$ cat src/rtl/core/button_debounce_long_press_unit_defines.svh
// ---------------------------------------------------------------------------
// Button debounce and long-press unit: assertion macros
// Assertion helpers clocked on clk and disabled while arst_n is low.
// ---------------------------------------------------------------------------
`ifndef BUTTON_DEBOUNCE_LONG_PRESS_UNIT_DEFINES_SVH
`define BUTTON_DEBOUNCE_LONG_PRESS_UNIT_DEFINES_SVH

`ifndef SYNTHESIS
// property must hold at every clock edge outside reset
`define BDLP_ASSERT(label, prop, msg) \
	label: assert property (@(posedge clk) disable iff (!arst_n) (prop)) else $error(msg);
// condition must never be seen at a clock edge outside reset
`define BDLP_ASSERT_NEVER(label, cond, msg) \
	label: assert property (@(posedge clk) disable iff (!arst_n) !(cond)) else $error(msg);
`else
`define BDLP_ASSERT(label, prop, msg)
`define BDLP_ASSERT_NEVER(label, cond, msg)
`endif

`endif

$ cat src/rtl/core/bdlp_pkg.sv
// ---------------------------------------------------------------------------
// Button debounce and long-press unit: package
// Payload structs, phase and event codes, register indexes.
// ---------------------------------------------------------------------------
package bdlp_pkg;

	localparam int TIME_WIDTH_DEF = 16;
	localparam int CFG_TIME_W     = 16;
	localparam int BUTTON_ID_W    = 8;
	localparam int CFG_INDEX_W    = 2;

	typedef enum logic [1:0] {
		PH_IDLE      = 2'd0,
		PH_DEBOUNCE  = 2'd1,
		PH_WAIT_LONG = 2'd2
	} bdlp_phase_t;

	typedef enum logic [1:0] {
		EV_NONE    = 2'd0,
		EV_UPDATED = 2'd1,
		EV_SHORT   = 2'd2,
		EV_LONG    = 2'd3
	} bdlp_event_t;

	typedef enum logic {
		REQ_TICK = 1'b0,
		REQ_POLL = 1'b1
	} bdlp_req_t;

	typedef enum logic [CFG_INDEX_W-1:0] {
		REG_DEBOUNCE_TIME   = 2'd0,
		REG_LONG_PRESS_TIME = 2'd1,
		REG_BUTTON_ID       = 2'd2
	} bdlp_reg_t;

	localparam logic [CFG_TIME_W-1:0]  DEBOUNCE_RST   = 16'd20;
	localparam logic [CFG_TIME_W-1:0]  LONG_PRESS_RST = 16'd1000;
	localparam logic [BUTTON_ID_W-1:0] BUTTON_ID_RST  = 8'd0;

	typedef struct packed {
		logic                  req_type;
		logic [CFG_TIME_W-1:0] tick_period;
		logic                  pin_level;
	} bdlp_in_t;

	typedef struct packed {
		logic [1:0]             event_code;
		logic                   pressed_now;
		logic [BUTTON_ID_W-1:0] event_button;
	} bdlp_out_t;

endpackage

$ cat src/rtl/core/button_debounce_long_press_unit.sv
// Datapath: an accepted transaction is captured in the input stage, then
// evaluated and stored in the result register once that register is free or draining; out_valid is high after it.
// Throughput: one transaction per cycle unless out_ready stalls the result register;
// the phase/countdown update is one subtract and compare between the input stage and the result register.
// Reset: phase idle, countdown zero, level released, registers at their defaults.
// ---------------------------------------------------------------------------
// Button debounce and long-press unit
// Qualifies sampled button levels against a tick-driven countdown and reports
// state updates, short presses and long presses.
// ---------------------------------------------------------------------------
`include "button_debounce_long_press_unit_defines.svh"

module button_debounce_long_press_unit #(
	parameter int TIME_WIDTH = bdlp_pkg::TIME_WIDTH_DEF
) (
	input  logic                                  clk,
	input  logic                                  arst_n,
	input  logic                                  in_valid,
	output logic                                  in_ready,
	input  bdlp_pkg::bdlp_in_t                    in_data,
	output logic                                  out_valid,
	input  logic                                  out_ready,
	output bdlp_pkg::bdlp_out_t                   out_data,
	input  logic                                  cfg_valid,
	output logic                                  cfg_ready,
	input  logic [bdlp_pkg::CFG_INDEX_W-1:0]      cfg_index,
	input  logic [bdlp_pkg::CFG_TIME_W-1:0]       cfg_data
);
	import bdlp_pkg::*;

	// compare width covers both the countdown and the 16-bit register values
	localparam int CW = (TIME_WIDTH > CFG_TIME_W) ? TIME_WIDTH : CFG_TIME_W;
	localparam logic [CW-1:0] TIME_MAX = CW'({TIME_WIDTH{1'b1}});

	// -----------------------------------------------------------------------
	// Configuration registers: always ready, and it is up to the user to write them only while idle
	// -----------------------------------------------------------------------
	logic [CFG_TIME_W-1:0]  debounce_time_q;
	logic [CFG_TIME_W-1:0]  long_press_time_q;
	logic [BUTTON_ID_W-1:0] button_id_q;

	assign cfg_ready = 1'b1;

	always_ff @(posedge clk or negedge arst_n) begin
		if (!arst_n) begin
			debounce_time_q   <= DEBOUNCE_RST;
			long_press_time_q <= LONG_PRESS_RST;
			button_id_q       <= BUTTON_ID_RST;
		end else if (cfg_valid) begin
			case (bdlp_reg_t'(cfg_index))
				REG_DEBOUNCE_TIME:   debounce_time_q   <= cfg_data;
				REG_LONG_PRESS_TIME: long_press_time_q <= cfg_data;
				REG_BUTTON_ID:       button_id_q       <= cfg_data[BUTTON_ID_W-1:0];
				default: ;
			endcase
		end
	end

	// clamp a 16-bit time register to the countdown width
	function automatic logic [TIME_WIDTH-1:0] clamp_time(input logic [CFG_TIME_W-1:0] v);
		logic [CW-1:0] ext;
		ext = CW'(v);
		if (ext > TIME_MAX)
			clamp_time = {TIME_WIDTH{1'b1}};
		else
			clamp_time = ext[TIME_WIDTH-1:0];
	endfunction

	// -----------------------------------------------------------------------
	// Handshake: input stage advances whenever the result register is free
	// or being drained, so the output register decouples the two sides.
	// -----------------------------------------------------------------------
	logic     valid_s1;
	bdlp_in_t data_s1;
	logic     advance;

	assign advance  = !out_valid || out_ready;
	assign in_ready = !valid_s1 || advance;

	always_ff @(posedge clk or negedge arst_n) begin
		if (!arst_n) begin
			valid_s1 <= 1'b0;
		end else if (in_ready) begin
			valid_s1 <= in_valid;
		end
	end

	always_ff @(posedge clk) begin
		if (in_ready && in_valid) begin
			data_s1 <= in_data;
		end
	end

	// -----------------------------------------------------------------------
	// Qualifier state
	// -----------------------------------------------------------------------
	bdlp_phase_t           phase_q, phase_d;
	logic [TIME_WIDTH-1:0] countdown_q, countdown_d;
	logic                  level_q, level_d;
	bdlp_event_t           ev_d;

	logic                  commit;
	logic                  cd_zero;
	logic                  level_diff;
	logic [CW-1:0]         cd_ext;
	logic [CW-1:0]         period_ext;

	assign commit     = valid_s1 && advance;
	assign cd_zero    = (countdown_q == '0);
	assign level_diff = (data_s1.pin_level != level_q);
	assign cd_ext     = CW'(countdown_q);
	assign period_ext = CW'(data_s1.tick_period);

	// next state: tick saturates the countdown; poll steps the phase machine
	always_comb begin
		phase_d     = phase_q;
		countdown_d = countdown_q;
		level_d     = level_q;
		if (data_s1.req_type == REQ_TICK) begin
			if (cd_ext > period_ext)
				countdown_d = TIME_WIDTH'(cd_ext - period_ext);
			else
				countdown_d = '0;
		end else begin
			case (phase_q)
				PH_IDLE: begin
					if (cd_zero && level_diff) begin
						phase_d     = PH_DEBOUNCE;
						countdown_d = clamp_time(debounce_time_q);
					end
				end
				PH_DEBOUNCE: begin
					if (cd_zero) begin
						if (level_diff) begin
							level_d = data_s1.pin_level;
							if (data_s1.pin_level) begin
								phase_d     = PH_WAIT_LONG;
								countdown_d = clamp_time(long_press_time_q);
							end else begin
								phase_d     = PH_IDLE;
								countdown_d = clamp_time(debounce_time_q);
							end
						end else begin
							// level bounced back: restart from idle
							phase_d     = PH_IDLE;
							countdown_d = clamp_time(debounce_time_q);
						end
					end
				end
				PH_WAIT_LONG: begin
					if (level_diff) begin
						phase_d     = PH_DEBOUNCE;
						countdown_d = clamp_time(debounce_time_q);
					end else if (cd_zero && (long_press_time_q != '0)) begin
						phase_d = PH_IDLE;
					end
				end
				default: begin
					phase_d = PH_IDLE;
				end
			endcase
		end
	end

	// event output for the item in the input stage
	always_comb begin
		ev_d = EV_NONE;
		if (data_s1.req_type == REQ_POLL) begin
			case (phase_q)
				PH_DEBOUNCE: begin
					if (cd_zero && level_diff)
						ev_d = EV_UPDATED;
				end
				PH_WAIT_LONG: begin
					if (level_diff)
						ev_d = EV_SHORT;
					else if (cd_zero && (long_press_time_q != '0))
						ev_d = EV_LONG;
				end
				default: ev_d = EV_NONE;
			endcase
		end
	end

	always_ff @(posedge clk or negedge arst_n) begin
		if (!arst_n) begin
			phase_q     <= PH_IDLE;
			countdown_q <= '0;
			level_q     <= 1'b0;
		end else if (commit) begin
			phase_q     <= phase_d;
			countdown_q <= countdown_d;
			level_q     <= level_d;
		end
	end

	// -----------------------------------------------------------------------
	// Result register: holds while the consumer stalls
	// -----------------------------------------------------------------------
	always_ff @(posedge clk or negedge arst_n) begin
		if (!arst_n) begin
			out_valid <= 1'b0;
		end else if (advance) begin
			out_valid <= valid_s1;
		end
	end

	always_ff @(posedge clk) begin
		if (commit) begin
			out_data.event_code   <= ev_d;
			out_data.pressed_now  <= level_d;
			out_data.event_button <= button_id_q;
		end
	end

	// -----------------------------------------------------------------------
	// Checks
	// -----------------------------------------------------------------------
	// accepted level moves only with a state-updated event
	`BDLP_ASSERT(a_level_change_has_update, (level_q != $past(level_q)) |-> ($past(commit) && ($past(ev_d) == EV_UPDATED)), "level changed without update event")
	// short and long presses are only reported while the button is held
	`BDLP_ASSERT_NEVER(a_press_while_released, out_valid && !out_data.pressed_now && (out_data.event_code == EV_SHORT || out_data.event_code == EV_LONG), "press event with released level")
	// an empty result register never blocks the input
	`BDLP_ASSERT(a_ready_when_empty, !out_valid |-> in_ready, "input stalled with empty result register")
	// a long press is only seen in the wait-long phase
	`BDLP_ASSERT_NEVER(a_long_outside_wait, commit && (ev_d == EV_LONG) && (phase_q != PH_WAIT_LONG), "long press outside wait phase")

endmodule

$ cat config.mk
export PLATFORM = sky130hd
export DESIGN_NAME = button_debounce_long_press_unit
export DESIGN_NICKNAME = d
export VERILOG_FILES = /design/src/rtl/core/bdlp_pkg.sv /design/src/rtl/core/button_debounce_long_press_unit.sv
export VERILOG_INCLUDE_DIRS = /design/src /design/src/rtl/core
export SDC_FILE = /design/constraint.sdc
export NUM_CORES = 1
export LEC_CHECK = 0
export ABC_AREA = 1
export BUFFER_PORTS_ARGS = -buffer_cell sky130_fd_sc_hd__clkbuf_2
export CAP_MARGIN = 0
export CORE_MARGIN = 2
export CORE_UTILIZATION = 47
export CTS_CLUSTER_DIAMETER = 100
export DETAILED_ROUTE_END_ITERATION = 8
export MAX_ROUTING_LAYER = met4
export PLACE_DENSITY_LB_ADDON = 0.1
export REMOVE_ABC_BUFFERS = 1
export SYNTH_ARGS = -nofsm -noshare
export SYNTH_HDL_FRONTEND = slang
export SYNTH_SLANG_ARGS = --single-unit
$ cat constraint.sdc
create_clock -name clk -period 2.7 [get_ports clk]
set_clock_uncertainty 0.05 [all_clocks]
set_input_delay 0.405 -clock clk [delete_from_list [all_inputs] [get_ports clk]]
set_output_delay 0.405 -clock clk [all_outputs]
set_load 0.01 [all_outputs]
# Word level (Yosys, flattened, before mapping)
# Index checks and enable logic that the tools add are counted.
# Widths: inputs -> output; s select.
# classes
multipliers	0
shifts	0
eq_ne	12
addsub	1
magnitude_cmp	3
bitwise	0
n_reduce_logical	17
div	0
n_mux	25
# op_table
cell	n
$mux 16	9
$pmux 16 s3	1
$gt 16x16->1 const B	2
$gt 16x16->1	1
$logic_not 16->1	1
$mux 2	8
$reduce_bool 16->1	1
$sub 16x16->16	1
$ne 3x3->1 const B	4
$reduce_and 5->1	2
$pmux 2 s3	1
$reduce_and 2->1	3
$mux 1	5
$eq 2x1->1 const B	2
$eq 2x2->1 const B	2
$logic_and 1x1->1	4
$logic_not 2->1	2
$ne 2x2->1 const B	2
$ne 4x1->1 const B	1
$pmux 2 s2	1
$logic_not 1->1	2
$logic_or 1x1->1	2
$ne 1x1->1	1
# totals
out_inout_bits	14
mem_bits_rw	0
latchBits	0
romBits	0
reg_bits	90
n_memories	0

# Logic depth before layout (Yosys ltp)
# depth
ltp_word	7
ltp_mapped	16
mapped_depth_nobuf	16

# Worst setup path before layout
# No wires, ideal clock.
# synth_timing
kind	register to register
startpoint	register countdown_q[0] (netlist: cd_ext[0])
endpoint	register countdown_q[0] (netlist: cd_ext[0])
arrival_ns	1.862
synth_period_minus_slack_ns	1.977
path_stages_with_launch	16
setup_time_ns	0.065
slack_ns	0.723
path_cell_list	dfrtp_1 -> inv_1 -> ha_1 -> fa_1 -> inv_1 -> nand3_1 -> nand3_2 -> nand2_2 -> nand2_4 -> nand2_2 -> nand2_2 -> nand2_4 -> buf_12 -> o21ai_1 -> nand2_1 -> nand2_1
# synth_between
elab_chain_len	4
elab_cells_between_ends	9
# synth_lines
element	line_no	source
from (decl)	button_debounce_long_press_unit.sv:98	logic [TIME_WIDTH-1:0] countdown_q, countdown_d;
from (signal assigned)	button_debounce_long_press_unit.sv:192	countdown_q <= countdown_d;
branches (longest 4 deep; another with $sub 16x16->16)	n/a	
# Parallel ways; which one is timed is not known.
# A chain may end at the register's enable or synchronous reset.

# Worst setup path after layout
# layout_timing
startpoint	register countdown_q[0] (netlist: cd_ext[0])
endpoint	register countdown_q[12] (netlist: cd_ext[12])
# The elaborated chain is that of the path after synthesis.

==> reports/results.ini <==
[synthesis]
yosys-top-cells-count=193 x nand2_1, 108 x inv_1, 66 x o21ai_0
postSynthAreaPerCell_um2=7.866
ys_types=33
ys_seq_elements=90
synthTopCellsByArea=dfrtp_1 26%, edfxtp_1 17%, nand2_1 14%
synth-seq-area-share_pct=47.97
synth.most_common_cell=nand2_1
synth_top_flop_cell=dfrtp_1
async_flop_share_pct=67.78
synth_top_area_share_pct=26.43
syn_inst=638
yosys.area.top_type=dfrtp_1
synth-edff-count=29
ys_warn_count=0
syn_area_um2=5019

[placement]
hpwl_mm=8.138
place_ws_ps=529.5
dpl.cell_count=818
routabilityCongestion=0.8887
port_buffers=53

[routing]
drt_drc_violations_left=0
final_antenna_net_count=0
post_drt_wl_per_cell_um=13.02
first_pass_iters=4
via_per_inst=4.834
initialDrtViolationCount=219
wl_mm=10.87
vias=4036

[critical_path]
crit_required_ps=2960
cp_data_arrival_time_ps=2460
r2r-start=cd_ext[0]
end_kind=flop
reg2reg_slack_ps=500
critical_path_class=flop to flop
crit_path_end=cd_ext[12]
crit_fanout=16
reg2reg_depth=14
worst_setup_path_start_kind=flop
r2r_end=cd_ext[12]
startpoint=cd_ext[0]

[final_layout]
instances_no_fill=835
drive_gt1_share_pct=16.02
syn2layout_area_growth_pct=12.19
layout.nets=757
fillers=1000
diodes=0

[clocking]
cts_tree=yes
worstSkewPairLatency_ps=370
clock_sinks=90
cts_made_buffers=9
cts.repair.resized=0
clock_path_buffers=2
cts.htree.levels=3
postCtsHoldBufs=1
cts_setup_buffers=0
cts.clk_slew.worst_paths_ps=90
cts-root-buf=clkbuf_8

[sta]
rsz0062_at_grt=false
final_max_slew_viol_count=0
min_period_ps=2205
fmax_mhz=453.6
finalCritPeriodShare_pct=81.66
whs_ps=153.0
setup_viol=0
timing.setup.tns_ps=0
max_slew_margin_pct=48.73
hold_viol_final=0
worst_pin_slew_ps=768.2
worst_slack_ps=495.3

[pwr]
leakagePower_uw=0.002976
switchingPower_uw=1923
combPwrFrac_pct=41.3
power_uw=4680
swShare_pct=41.09
pwr-share-clk_pct=18.5
power_density_nw_per_um2=831.3
peakVddDrop_mv=0.4243
p_seq_share_pct=40.2
intPower_uw=2757

[grt]
antenna_found_initial=0
first_global_vias=3883
grt_pass1_wl_mm=18.14
grt_start_max_net_pins=62
grt_util_all_layers_pct=20.94
grt-ovfl-total=0

[hold_path]
holdCritStartpoint=in_data[9]
holdCritPathClass=input port to flop

[floorplanning]
dieWidth_um=107.3
initial_utilization_pct=48.61
die_h_um=107.3
pin_count=55
row_count=37
die_area_um2=11520
core_area_um2=10320

[job]
drv_cap=0

[run_status]
status=finished, final reports clean

==> cells in the final DEF, fill, tap and decap left out, drive strengths merged <==
master and count:
nand3 27, nand3b 1, conb 1, o22ai 1, dlygate4sd3 1, nand4 9
and2 3, o21ai 74, clkinv 2, nand2 202, nor2 46, a21oi 23
xor2 1, inv 115, nor3 2, dfrtp 53, edfxtp 29, fa 1
buf 7, dfstp 8, or2 1, clkbuf 64, clkinvlp 1, ha 21
xnor2 6
==> worst max-delay path, stage by stage (launching register included) <==
cell and delay, ps:
dfrtp_1 380, inv_1 50, ha_1 190, fa_1 410, inv_1 120, nand3_1 90
nand3_2 110, nand2_2 70, nand2_4 70, nand2_2 50, nand2_2 70, nand2_4 140
o21ai_0 220, nand2_1 80, nand2_1 60
==> area by class of cell <==
class	instances	area (um^2)	share of cell area, %
Clock buffer	11	141.4	2.511
Clock inverter	5	37.54	0.6667
Inverter	113	424.2	7.533
Multi-Input combinational cell	419	2097	37.24
Sequential cell	90	2407	42.76
Tap cell	136	170.2	3.022
Timing Repair Buffer	61	352.8	6.267
==> through the flow <==
stage	utilization (%)	cell area, um^2
finish	54.54	5630
global route	54.54	5630
CTS	54.54	5630
detailed placement	52.71	5441
global placement	52.71	5441
floorplan	-	4928
==> metal layers <==
metal	global-route usage (%)	wire length [um]
met5	-	0
met4	6.319	148
met3	4.358	391
met2	32.82	5105
met1	27.67	5225
==> kinds of logic (layout without fill, tap and decap cells) <==
kind of cell / after synthesis / after routing / share of synthesized area, %
xor+xnor: 7 / 7 / 1.222
other cells: 1 / 1 / 0.07472
buf+inv: 129 / 190 / 10.25
fa+ha+maj: 22 / 22 / 5.634
flops: 90 / 90 / 47.97
compound gates: 98 / 98 / 10.17
simple gates: 291 / 291 / 24.68
==> power groups by stage <==
stage / Clock, uW / Sequential, uW / Combinational (uW)
after detailed placement: 0 / 1910 / 1920
after global routing: 952 / 1910 / 2230
after CTS: 900 / 1890 / 1940
after floorplan: 0 / 1860 / 1440
after global placement: 0 / 1900 / 1890
final: 866 / 1880 / 1930
==> worst min-delay path by stage <==
stage	endpoint	slack, ps	cells after the start
finish	period_ext[8]	150	1
global route	period_ext[1]	140	1
CTS	period_ext[1]	140	1
detailed placement	phase_q[0]	390	2
global placement	out_data[4]	380	0
floorplan	button_id_q[0]	60	0
==> flip-flops by register name, summed over array words and instances (netlist names) <==
register	flops
button_id_q	8
cd_ext	16
data_s1	2
debounce_time_q	16
level_q	1
long_press_time_q	16
out_data	11
out_valid	1
period_ext	16
phase_q	2
valid_s1	1
Note: power is estimated with default switching activity, not from simulation.
